[config.mk]
export PLATFORM = sky130hd
export DESIGN_NAME = length_prefix_deframer
export DESIGN_NICKNAME = d
export VERILOG_FILES = /design/src/sv/lpd_pkg.sv /design/src/sv/length_prefix_deframer.sv /design/src/sv/lpd_parser.sv /design/src/sv/lpd_queue.sv
export SDC_FILE = /design/constraint.sdc
export NUM_CORES = 1
export LEC_CHECK = 0
export BUFFER_PORTS_ARGS = -buffer_cell sky130_fd_sc_hd__clkbuf_2
export CAP_MARGIN = 15
export CELL_PAD_IN_SITES_DETAIL_PLACEMENT = 0
export CELL_PAD_IN_SITES_GLOBAL_PLACEMENT = 1
export CORE_MARGIN = 2
export CORE_UTILIZATION = 47
export CTS_BUF_LIST = sky130_fd_sc_hd__clkbuf_4
export CTS_CLUSTER_DIAMETER = 150
export DETAILED_ROUTE_END_ITERATION = 12
export PLACE_DENSITY = 0.88
export REMOVE_ABC_BUFFERS = 1
export SETUP_SLACK_MARGIN = 0.05
export SYNTH_ARGS = -nofsm -noshare
export SYNTH_HDL_FRONTEND = slang
export SYNTH_HIERARCHICAL = 1
export SYNTH_SLANG_ARGS = --single-unit
[constraint.sdc]
create_clock -name clock -period 5.1 [get_ports clock]
set_clock_uncertainty 0.1 [all_clocks]
set_input_delay 1.02 -clock clock [delete_from_list [all_inputs] [get_ports clock]]
set_output_delay 1.02 -clock clock [all_outputs]
set_load 0.02 [all_outputs]
[src/sv/lpd_pkg.sv]
package lpd_pkg;

   // register file
   localparam int CSR_ADDR_W = 3;
   localparam int CSR_DATA_W = 32;

   typedef enum logic {
      REG_PACKET_LIMIT = 1'b0,
      REG_BUFFER_LIMIT = 1'b1
   } reg_index_type;

   localparam logic [15:0] PACKET_LIMIT_RESET = 16'd1024;
   localparam logic [16:0] BUFFER_LIMIT_RESET = 17'd4096;

   // framing
   localparam logic [17:0] PREFIX_BYTES = 18'd2;

   // queue between parser and output side
   localparam int QUEUE_DEPTH = 4;

   typedef struct packed {
      logic [15:0] packet_limit;
      logic [16:0] buffer_limit;
   } cfg_type;

   typedef struct packed {
      logic       last_of_frame;
      logic       first_of_frame;
      logic [7:0] payload_byte;
   } rsp_item_type;

endpackage

[src/sv/length_prefix_deframer.sv]
// Length-prefix deframer.
// req_* carries received bytes, one per transaction. The parser looks for a
// 16-bit little-endian length prefix and forwards the payload bytes of each
// accepted frame on rsp_*, with tuser marking the first payload byte and
// tlast the final one. Prefix bytes, rejected lengths and oversized frames
// produce no output transaction.
// Throughput: one byte per cycle while the queue is not full; every byte is classified in the cycle it
// is accepted by the parser's counter/compare logic.
// Output path: an accepted payload byte is written into a small queue
// (QUEUE_DEPTH entries) between parser and output and leaves on rsp_* from the queue's head.
// When the receiver stalls, the queue fills and req_tready drops only once
// it is full; no byte is lost.
// Reset (synchronous, active high) empties the queue, returns the parser to
// prefix search and loads packet_limit = 1024, buffer_limit = 4096.
// csr_*: packet_limit at address 0, buffer_limit at address 4; write only
// while the block is idle.
module length_prefix_deframer
   import lpd_pkg::*;
#(
   parameter int QUEUE_DEPTH_P = QUEUE_DEPTH
) (
   input  logic                  clock,
   input  logic                  reset,
   // input byte stream
   input  logic                  req_tvalid,
   output logic                  req_tready,
   input  logic [7:0]            req_tdata,   // [7:0] rx_byte
   // payload stream
   output logic                  rsp_tvalid,
   input  logic                  rsp_tready,
   output logic [7:0]            rsp_tdata,   // [7:0] payload_byte
   output logic                  rsp_tuser,   // [0] first_of_frame
   output logic                  rsp_tlast,
   // register port
   input  logic                  csr_psel,
   input  logic                  csr_penable,
   input  logic                  csr_pwrite,
   input  logic [CSR_ADDR_W-1:0] csr_paddr,
   input  logic [CSR_DATA_W-1:0] csr_pwdata,
   output logic [CSR_DATA_W-1:0] csr_prdata,
   output logic                  csr_pready
);

   cfg_type      cfg_ff, cfg_in;
   rsp_item_type parsed_item;
   rsp_item_type head_item;
   logic         parsed_push;
   logic         queue_full;
   logic         req_accept;
   logic         csr_write;
   reg_index_type csr_index;

   assign csr_pready = 1'b1;
   assign csr_write  = csr_psel && csr_penable && csr_pwrite && csr_pready;
   assign csr_index  = reg_index_type'(csr_paddr[2]);

   // register writes
   always_comb begin
      cfg_in = cfg_ff;
      if (csr_write) begin
         unique case (csr_index)
            REG_PACKET_LIMIT: cfg_in.packet_limit = csr_pwdata[15:0];
            REG_BUFFER_LIMIT: cfg_in.buffer_limit = csr_pwdata[16:0];
            default: cfg_in = cfg_ff;
         endcase
      end
   end

   // register reads
   always_comb begin
      unique case (csr_index)
         REG_PACKET_LIMIT: csr_prdata = {16'd0, cfg_ff.packet_limit};
         REG_BUFFER_LIMIT: csr_prdata = {15'd0, cfg_ff.buffer_limit};
         default:          csr_prdata = '0;
      endcase
   end

   always_ff @(posedge clock) begin
      if (reset) begin
         cfg_ff.packet_limit <= PACKET_LIMIT_RESET;
         cfg_ff.buffer_limit <= BUFFER_LIMIT_RESET;
      end else begin
         cfg_ff <= cfg_in;
      end
   end

   // front: classify each byte
   assign req_tready = !queue_full;
   assign req_accept = req_tvalid && req_tready;

   lpd_parser u_parser (
      .clock    (clock),
      .reset    (reset),
      .in_valid (req_accept),
      .in_byte  (req_tdata),
      .cfg      (cfg_ff),
      .push     (parsed_push),
      .item     (parsed_item)
   );

   // back: queue drives the payload stream
   lpd_queue #(
      .DEPTH (QUEUE_DEPTH_P)
   ) u_queue (
      .clock     (clock),
      .reset     (reset),
      .push      (parsed_push),
      .push_item (parsed_item),
      .full      (queue_full),
      .pop       (rsp_tready),
      .not_empty (rsp_tvalid),
      .head_item (head_item)
   );

   assign rsp_tdata = head_item.payload_byte;
   assign rsp_tuser = head_item.first_of_frame;
   assign rsp_tlast = head_item.last_of_frame;

endmodule

[src/sv/lpd_parser.sv]
module lpd_parser
   import lpd_pkg::*;
(
   input  logic         clock,
   input  logic         reset,
   input  logic         in_valid,
   input  logic [7:0]   in_byte,
   input  cfg_type      cfg,
   output logic         push,
   output rsp_item_type item
);

   typedef enum logic [1:0] {
      PH_EMPTY   = 2'd0,
      PH_HELD    = 2'd1,
      PH_FORWARD = 2'd2,
      PH_SWALLOW = 2'd3
   } phase_type;

   phase_type   phase_ff, phase_in;
   logic [7:0]  held_ff, held_in;
   logic [15:0] remain_ff, remain_in;
   logic [16:0] count_ff, count_in;

   logic [17:0] count_sum;
   logic [17:0] limit_ext;
   logic [15:0] frame_len;
   logic [15:0] remain_dec;
   logic        overflow;

   assign count_sum  = {1'b0, count_ff} + 18'd1;
   assign limit_ext  = {1'b0, cfg.buffer_limit};
   assign overflow   = count_sum > limit_ext;
   assign frame_len  = {in_byte, held_ff};
   assign remain_dec = remain_ff - 16'd1;

   // next state per received byte; overflow check comes before parsing
   always_comb begin
      phase_in            = phase_ff;
      held_in             = held_ff;
      remain_in           = remain_ff;
      count_in            = count_ff;
      push                = 1'b0;
      item.payload_byte   = in_byte;
      item.first_of_frame = (count_sum == PREFIX_BYTES + 18'd1);
      item.last_of_frame  = (remain_dec == 16'd0);
      if (in_valid) begin
         count_in = count_sum[16:0];
         if (overflow) begin
            phase_in  = PH_EMPTY;
            held_in   = 8'd0;
            remain_in = 16'd0;
            count_in  = 17'd0;
         end else begin
            unique case (phase_ff)
               PH_EMPTY: begin
                  held_in  = in_byte;
                  phase_in = PH_HELD;
               end
               PH_HELD: begin
                  if (frame_len == 16'd0 || frame_len > cfg.packet_limit) begin
                     // rejected length: resync one byte later
                     held_in  = in_byte;
                     count_in = 17'd1;
                  end else begin
                     remain_in = frame_len;
                     if (PREFIX_BYTES + 18'(frame_len) > limit_ext) begin
                        phase_in = PH_SWALLOW;
                     end else begin
                        phase_in = PH_FORWARD;
                     end
                  end
               end
               PH_FORWARD: begin
                  push      = 1'b1;
                  remain_in = remain_dec;
                  if (remain_dec == 16'd0) begin
                     phase_in = PH_EMPTY;
                     held_in  = 8'd0;
                     count_in = 17'd0;
                  end
               end
               PH_SWALLOW: begin
                  remain_in = remain_dec;
                  if (remain_dec == 16'd0) begin
                     phase_in = PH_EMPTY;
                     held_in  = 8'd0;
                     count_in = 17'd0;
                  end
               end
               default: begin
                  phase_in = PH_EMPTY;
               end
            endcase
         end
      end
   end

   always_ff @(posedge clock) begin
      if (reset) begin
         phase_ff  <= PH_EMPTY;
         held_ff   <= 8'd0;
         remain_ff <= 16'd0;
         count_ff  <= 17'd0;
      end else begin
         phase_ff  <= phase_in;
         held_ff   <= held_in;
         remain_ff <= remain_in;
         count_ff  <= count_in;
      end
   end

endmodule

[src/sv/lpd_queue.sv]
module lpd_queue
   import lpd_pkg::*;
#(
   parameter int DEPTH = QUEUE_DEPTH
) (
   input  logic         clock,
   input  logic         reset,
   input  logic         push,
   input  rsp_item_type push_item,
   output logic         full,
   input  logic         pop,
   output logic         not_empty,
   output rsp_item_type head_item
);

   localparam int PTR_W = (DEPTH > 1) ? $clog2(DEPTH) : 1;
   localparam int CNT_W = $clog2(DEPTH + 1);
   localparam logic [PTR_W-1:0] LAST_PTR = PTR_W'(DEPTH - 1);

   rsp_item_type     slot_ff [DEPTH];
   logic [PTR_W-1:0] wr_ptr_ff, wr_ptr_in;
   logic [PTR_W-1:0] rd_ptr_ff, rd_ptr_in;
   logic [CNT_W-1:0] count_ff, count_in;

   logic do_push;
   logic do_pop;

   assign full      = (count_ff == CNT_W'(DEPTH));
   assign not_empty = (count_ff != '0);
   assign head_item = slot_ff[rd_ptr_ff];
   assign do_push   = push && !full;
   assign do_pop    = pop && not_empty;

   // pointer and fill count update
   always_comb begin
      wr_ptr_in = wr_ptr_ff;
      rd_ptr_in = rd_ptr_ff;
      count_in  = count_ff;
      if (do_push) begin
         wr_ptr_in = (wr_ptr_ff == LAST_PTR) ? '0 : wr_ptr_ff + 1'b1;
      end
      if (do_pop) begin
         rd_ptr_in = (rd_ptr_ff == LAST_PTR) ? '0 : rd_ptr_ff + 1'b1;
      end
      if (do_push && !do_pop) begin
         count_in = count_ff + 1'b1;
      end else if (do_pop && !do_push) begin
         count_in = count_ff - 1'b1;
      end
   end

   always_ff @(posedge clock) begin
      if (reset) begin
         wr_ptr_ff <= '0;
         rd_ptr_ff <= '0;
         count_ff  <= '0;
      end else begin
         wr_ptr_ff <= wr_ptr_in;
         rd_ptr_ff <= rd_ptr_in;
         count_ff  <= count_in;
      end
   end

   // storage, no reset
   always_ff @(posedge clock) begin
      if (do_push) begin
         slot_ff[wr_ptr_ff] <= push_item;
      end
   end

endmodule
After elaboration in Yosys (flattened, before gate mapping). Memory sizes are Yosys's and may differ from the RTL's. A register that Yosys moved wholly into a read port is not among the register bits. Cells that the tools add are included. W data, S select, Z words.

Bits in writable memories: 40. Logic and storage cells: 82. Flip-flop bits (word level): 83. Memories: 1. Output and inout port bits: 45.

Bitwise gates (word level): 1. Add/subtract/negate cells: 7. Multiplexer cells: 28. Reduce and logical (&&, ||, !) cells: 23. Equality and inequality tests: 10. Magnitude comparators: 3.

Memories: u_queue.slot_ff (words 4, bits a word 10, rd ports 1, clocked after memory_dff 1, wr ports 1, RTL line lpd_queue.sv:20) `rsp_item_type slot_ff [DEPTH];`.

Operator list (number): $pmux W32 S2 (1); $mux W17 (3); $gt A18 B17 Y1 (2); $pmux W17 S2 (1); $logic_not A16 Y1 (2); $mux W16 (2); $pmux W16 S2 (1); $mux W8 (3); $pmux W8 S3 (1); $add A17 B1 Y18 const B (1); $eq A18 B2 Y1 const B (1); $add A2 B16 Y17 const A (1); $gt A16 B16 Y1 (1); $sub A16 B1 Y16 const B (1); $mux W2 (7); $reduce_and A3 Y1 (3); $eq A2 B2 Y1 const B (4); $logic_and A1 B1 Y1 (7); $mux W1 (6); $mux W3 (2); $ne A3 B1 Y1 const B (2); $pmux W2 S3 (1); $reduce_bool A3 Y1 (2); $add A2 B1 Y2 const B (2); other kinds (12) (15).

Logic depth before layout (Yosys ltp).
Depth after elaboration: 9. Depth in mapped cells: 21.

Hierarchy. The synthesis kept the hierarchy.

By module, submodules not included: lpd_parser (seq. area each 860.8 um^2, cells an instance 557, times used 1, area an instance 4267.8 um^2); lpd_queue (seq. area each 1381.3 um^2, cells an instance 102, times used 1, area an instance 1955.6 um^2); length_prefix_deframer (seq. area each 660.6 um^2, cells an instance 169, times used 1, area an instance 1756.7 um^2).

Least setup slack after synthesis. OpenSTA, ideal clock, no wires.

Path type: register to register. From: reg u_parser.count_ff[3]. To: reg u_queue.count_ff[2]. Arrival: 4534 ps. Required time: 4930 ps. Path buffers: 1. Slack: 395 ps. Stages on the path, launching flop included: 22. Library setup time: 70 ps. Cells stage by stage: dfxtp_1 -> and4_1 -> nand3_1 -> or2_1 -> buf_6 -> nor3_1 -> and3_1 -> xor2_1 -> ha_1 -> o21a_1 -> nand4b_1 -> o2111a_1 -> o21ai_2 -> nor4_1 -> bufinv_8 -> nor2_4 -> ha_1 -> inv_1 -> fa_1 -> xor2_1 -> or3_1 -> a21oi_1.

Cells in the longest elaborated chain, start to end: 8.

RTL lines: from (decl) (RTL line lpd_parser.sv:23) `logic [16:0] count_ff, count_in;`; from (signal assigned) (RTL line lpd_parser.sv:109) `count_ff <= count_in;`; $add A17 B1 Y18 (*) (RTL line lpd_parser.sv:31) `assign count_sum = {1'b0, count_ff} + 18'd1;`; $gt A18 B17 Y1 (*) (RTL line lpd_parser.sv:33) `assign overflow = count_sum > limit_ext;`; $mux W1 (*) (RTL line lpd_parser.sv:49) `if (overflow) begin`; $mux W1 (*) (RTL line lpd_parser.sv:47) `if (in_valid) begin`; via parsed_push (RTL line length_prefix_deframer.sv:47) `logic parsed_push;`; $logic_and A1 B1 Y1 (*) (RTL line lpd_queue.sv:31) `assign do_push = push && !full;`; via u_queue.do_push (RTL line lpd_queue.sv:25) `logic do_push;`; $logic_not A1 Y1 (RTL line lpd_queue.sv:47) `end else if (do_pop && !do_push) begin`; $logic_and A1 B1 Y1 (RTL line lpd_queue.sv:47); $reduce_bool A2 Y1 (no line); to (signal assigned) (RTL line lpd_queue.sv:60) `count_ff <= count_in;`; to (decl) (RTL line lpd_queue.sv:23) `logic [CNT_W-1:0] count_ff, count_in;`.

Mark *: on every way through the listed nets, which the timed path passes. The rest lies on a longest branch. A chain may end at the register's enable or synchronous reset.

Final worst setup path.
From: reg u_parser.count_ff[5]. To: reg u_queue.count_ff[2].

The elaborated chain is that of the path after synthesis.

==> results.yml <==
status:
  status: "finished, final reports clean"
logic_synthesis:
  synth_common_cells: "85 x dfxtp_1, 61 x ha_1, 57 x nand2b_1, 52 x inv_1, 48 x nand2_1"
  synth-edff-count: 40
  synth_seq_cells: 125
  synth.distinct_cells: 71
  yosys-top-cells-area: "dfxtp_1 21%, edfxtp_1 15%, ha_1 9.6%"
  synth.yosys.seq_area_share: 0.364
  netlist.area_leader.share: 0.213
  async_reset_ff_frac: 0
  syn_area_sq_mm: 0.00798
  yosysMostFrequentCell: "dfxtp_1"
  syn_area_per_cell_sq_um: 9.64
  ys_warn_count: 6
  synth_largest_area_cell: "dfxtp_1"
  synthCells: 828
  yosys_most_used_dff: "dfxtp_1"
routing:
  avgRoutedWirePerCell_microns: 17.0
  wirelength_microns: 18700
  ant_nets: 0
  via_per_inst: 5.62
  drt_first_pass_iters: 5
  drt_iter0_drc: 500
  drcViolationCount: 0
  num_vias: 6206
global_routing:
  grt_util_met1: 0.278
  grt_pass1_vias: 5910
  grt_use_met2: 0.357
  grt_util_met3: 0.0484
  grt_max_degree: 52
  grt_antenna_before_repair: 1
  groute.usage.overall: 0.215
  grt_first_pass_wirelength_microns: 30600
  overflow: 0
  gr-max-usage-layer: "met2"
clock_tree:
  path_clk_slew_ns: 0.13
  htreeDepth: 4
  numCtsBuffers: 17
  cts_resized: 0
  ctsLongestPathBuffers: 2
  cts-root-buf: "clkbuf_4"
  cts_hold_buf: 0
  cts_setup_buffers: 0
  cts_tree: "done"
  clock-sinks: 125
  clock_latency_ns: 0.53
critical_path:
  worst-path-buf-inv: 3
  critPathKind: "reg2reg"
  arrival_ns: 5.11
  crit_family: "simple AND/OR/NAND/NOR gates"
  endpoint: "u_queue/count_ff[2]"
  end_kind: "flip-flop"
  crit_chain: "and4_1 -> nand3_1 -> or2_4 -> nor3_4 -> and3_1 -> xor2_1 -> ha_1 -> nand3_1 -> nor3_1 -> a41o_1 -> o21ai_2 -> nor4_1 -> buf_4 -> bufinv_8 -> nor2_4 -> ha_1 -> inv_1 -> fa_1 -> xor2_1 -> or3_1 -> a21oi_1"
  cp-startpoint: "u_parser/count_ff[5]"
  cp_slowest_cell: "dfxtp_1"
  cp_num_cells: 21
  startpoint_type: "flip-flop"
  worstPathRequired_ns: 5.46
  rr_endpoint: "u_queue/count_ff[2]"
  r2r_slack_ns: 0.36
  critPathMaxFanout: 7
  r2r_start: "u_parser/count_ff[5]"
  slowest_delay_ns: 0.42
  r2r_cells: 21
sta:
  fin_crit_sh: 0.930
  relSlewSlack: 0.428
  period_minus_slack_ns: 4.74
  setup_viol: 0
  rsz0062_at_grt: "no"
  final_max_slew_viol_count: 0
  tns_ns: 0
  tightest_slew_ns: 0.850
  hold_viol: 0
  clock.fmax_mhz: 211
power_and_ir_drop:
  power_density_mw_per_mm2: 295
  vdd_ir_drop_max_mv: 0.241
  p_leak_uw: 0.00358
floorplan:
  die_w_microns: 134
  initial_core_util: 0.481
  coreArea_sq_mm: 0.0166
  ios: 95
  fp.dieH_microns: 134
  dieArea_sq_mm: 0.0180
  rows: 47
place:
  port_buffers: 61
  dp_hpwl_microns: 13800
  place_congestion: 0.837
  dp_cells: 1070
final_layout:
  drive_gt1_frac: 0.171
  stdcell_count: 1104
  fillers: 1567
  areaGrowthSynthToFinish_pct: 7.96
  seqCellArea_sq_mm: 0.00291
  multi_input_area_sq_mm: 0.00453
  nets: 982
hold_path:
  worstHoldPathType: "reg2reg"
job:
  cap_violations: 0
==> cells in the final DEF, fill, tap and decap left out, types with 7 or more instances in the layout <==
| cell type | Yosys | final |
|---|---|---|
| a21oi_1 | 32 | 32 |
| a22o_1 | 8 | 8 |
| a32oi_1 | 9 | 9 |
| and3_1 | 16 | 16 |
| buf_4 | 25 | 11 |
| clkbuf_2 | 0 | 61 |
| clkbuf_4 | 0 | 18 |
| conb_1 | 2 | 16 |
| dfxtp_1 | 85 | 83 |
| edfxtp_1 | 40 | 40 |
| ha_1 | 61 | 61 |
| inv_1 | 52 | 52 |
| mux2_2 | 16 | 16 |
| mux2i_1 | 45 | 45 |
| mux4_2 | 10 | 10 |
| nand2_1 | 48 | 48 |
| nand2b_1 | 57 | 57 |
| nand3_1 | 35 | 35 |
| nand4_1 | 17 | 17 |
| nor2_1 | 44 | 43 |
| nor2b_1 | 7 | 7 |
| nor3_1 | 14 | 13 |
| nor4_1 | 15 | 15 |
| o21ai_0 | 21 | 21 |
| xnor2_1 | 21 | 21 |
| xor2_1 | 18 | 18 |
==> cells by family after synthesis <==
logic type | after synthesis | synth area share
AND/OR/NAND/NOR | 289 | 0.203
flip-flops | 125 | 0.364
AO/OA/AOI/OAI | 122 | 0.105
buffers and inverters | 117 | 0.0775
multiplexers | 72 | 0.109
adder cells (fa/ha/maj) | 62 | 0.0981
XOR/XNOR | 39 | 0.0428
other | 2 | 0.000941
==> area by class of cell <==
cell class | count | area share
well taps | 220 | 0.0319
inverters | 54 | 0.0266
clock inverters | 14 | 0.0177
repair buffers | 72 | 0.0450
diodes | 1 | 0.000290
clock buffers | 18 | 0.0157
multi-input cells | 600 | 0.526
flip-flops and latches | 125 | 0.337
==> report_power, final <==
| group | total, uW | leakage (uW) | switching [uW] | internal (uW) |
|---|---|---|---|---|
| combinational | 687 | 0.00237 | 399 | 288 |
| clock | 695 | 0.000154 | 429 | 266 |
| sequential | 1160 | 0.00106 | 87.3 | 1070 |
| total | 2540 | 0.00358 | 916 | 1630 |
==> worst min path at each step <==
stage / slack [ns] / to / from / cells after the start
after floorplan: 0.34 / u_parser/remain_ff[15] / u_parser/remain_ff[15] / 2
after global placement: 0.37 / u_parser/remain_ff[15] / u_parser/remain_ff[15] / 2
after detailed placement: 0.37 / u_parser/remain_ff[15] / u_parser/remain_ff[15] / 2
after CTS: 0.39 / u_parser/remain_ff[15] / u_parser/remain_ff[15] / 2
after global routing: 0.42 / cfg_ff[3] / cfg_ff[3] / 2
final: 0.39 / u_parser/remain_ff[15] / u_parser/remain_ff[15] / 2
==> metal layers <==
| metal | part of all wire | up-vias | wire length [microns] |
|---|---|---|---|
| li1 | - | 3044 | - |
| met1 | 0.46 | 2938 | 8540 |
| met2 | 0.47 | 199 | 8810 |
| met3 | 0.056 | 25 | 1040 |
| met4 | 0.018 | 0 | 337 |
| met5 | 0 | - | 0 |
==> through the flow <==
stage	instance area, sq um	util	worst slack, ns	power, uW	hold WS, ns
after detailed placement	8300	0.500	0.225	1860	0.369
after global placement	8300	0.500	0.313	1850	0.368
final	8620	0.520	0.357	2540	0.387
after CTS	8590	0.518	0.199	2560	0.386
after global routing	8620	0.520	0.0384	2690	0.425
after floorplan	7640	-	0.437	1660	0.342
==> registers in the layout, indices dropped and copies added, names as in the netlist, named ones only <==
| signal | count |
|---|---|
| u_parser/phase_ff | 2 |
| u_queue/rd_ptr_ff | 2 |
| u_queue/slot_ff | 40 |
| u_parser/held_ff | 8 |
| u_queue/count_ff | 3 |
| u_parser/count_ff | 17 |
| u_queue/wr_ptr_ff | 2 |
| cfg_ff | 33 |
| u_parser/remain_ff | 16 |
==> worst reg2reg max path, stage by stage (launching register included) <==
cell	delay [ns]
dfxtp_1	0.42
and4_1	0.26
nand3_1	0.10
or2_4	0.28
nor3_4	0.24
and3_1	0.25
xor2_1	0.25
ha_1	0.18
nand3_1	0.10
nor3_1	0.20
a41o_1	0.23
o21ai_2	0.11
nor4_1	0.22
buf_4	0.21
bufinv_8	0.19
nor2_4	0.11
ha_1	0.19
inv_1	0.06
fa_1	0.37
xor2_1	0.17
or3_1	0.30
a21oi_1	0.14
No activity file was read; power rests on OpenSTA's default activity.
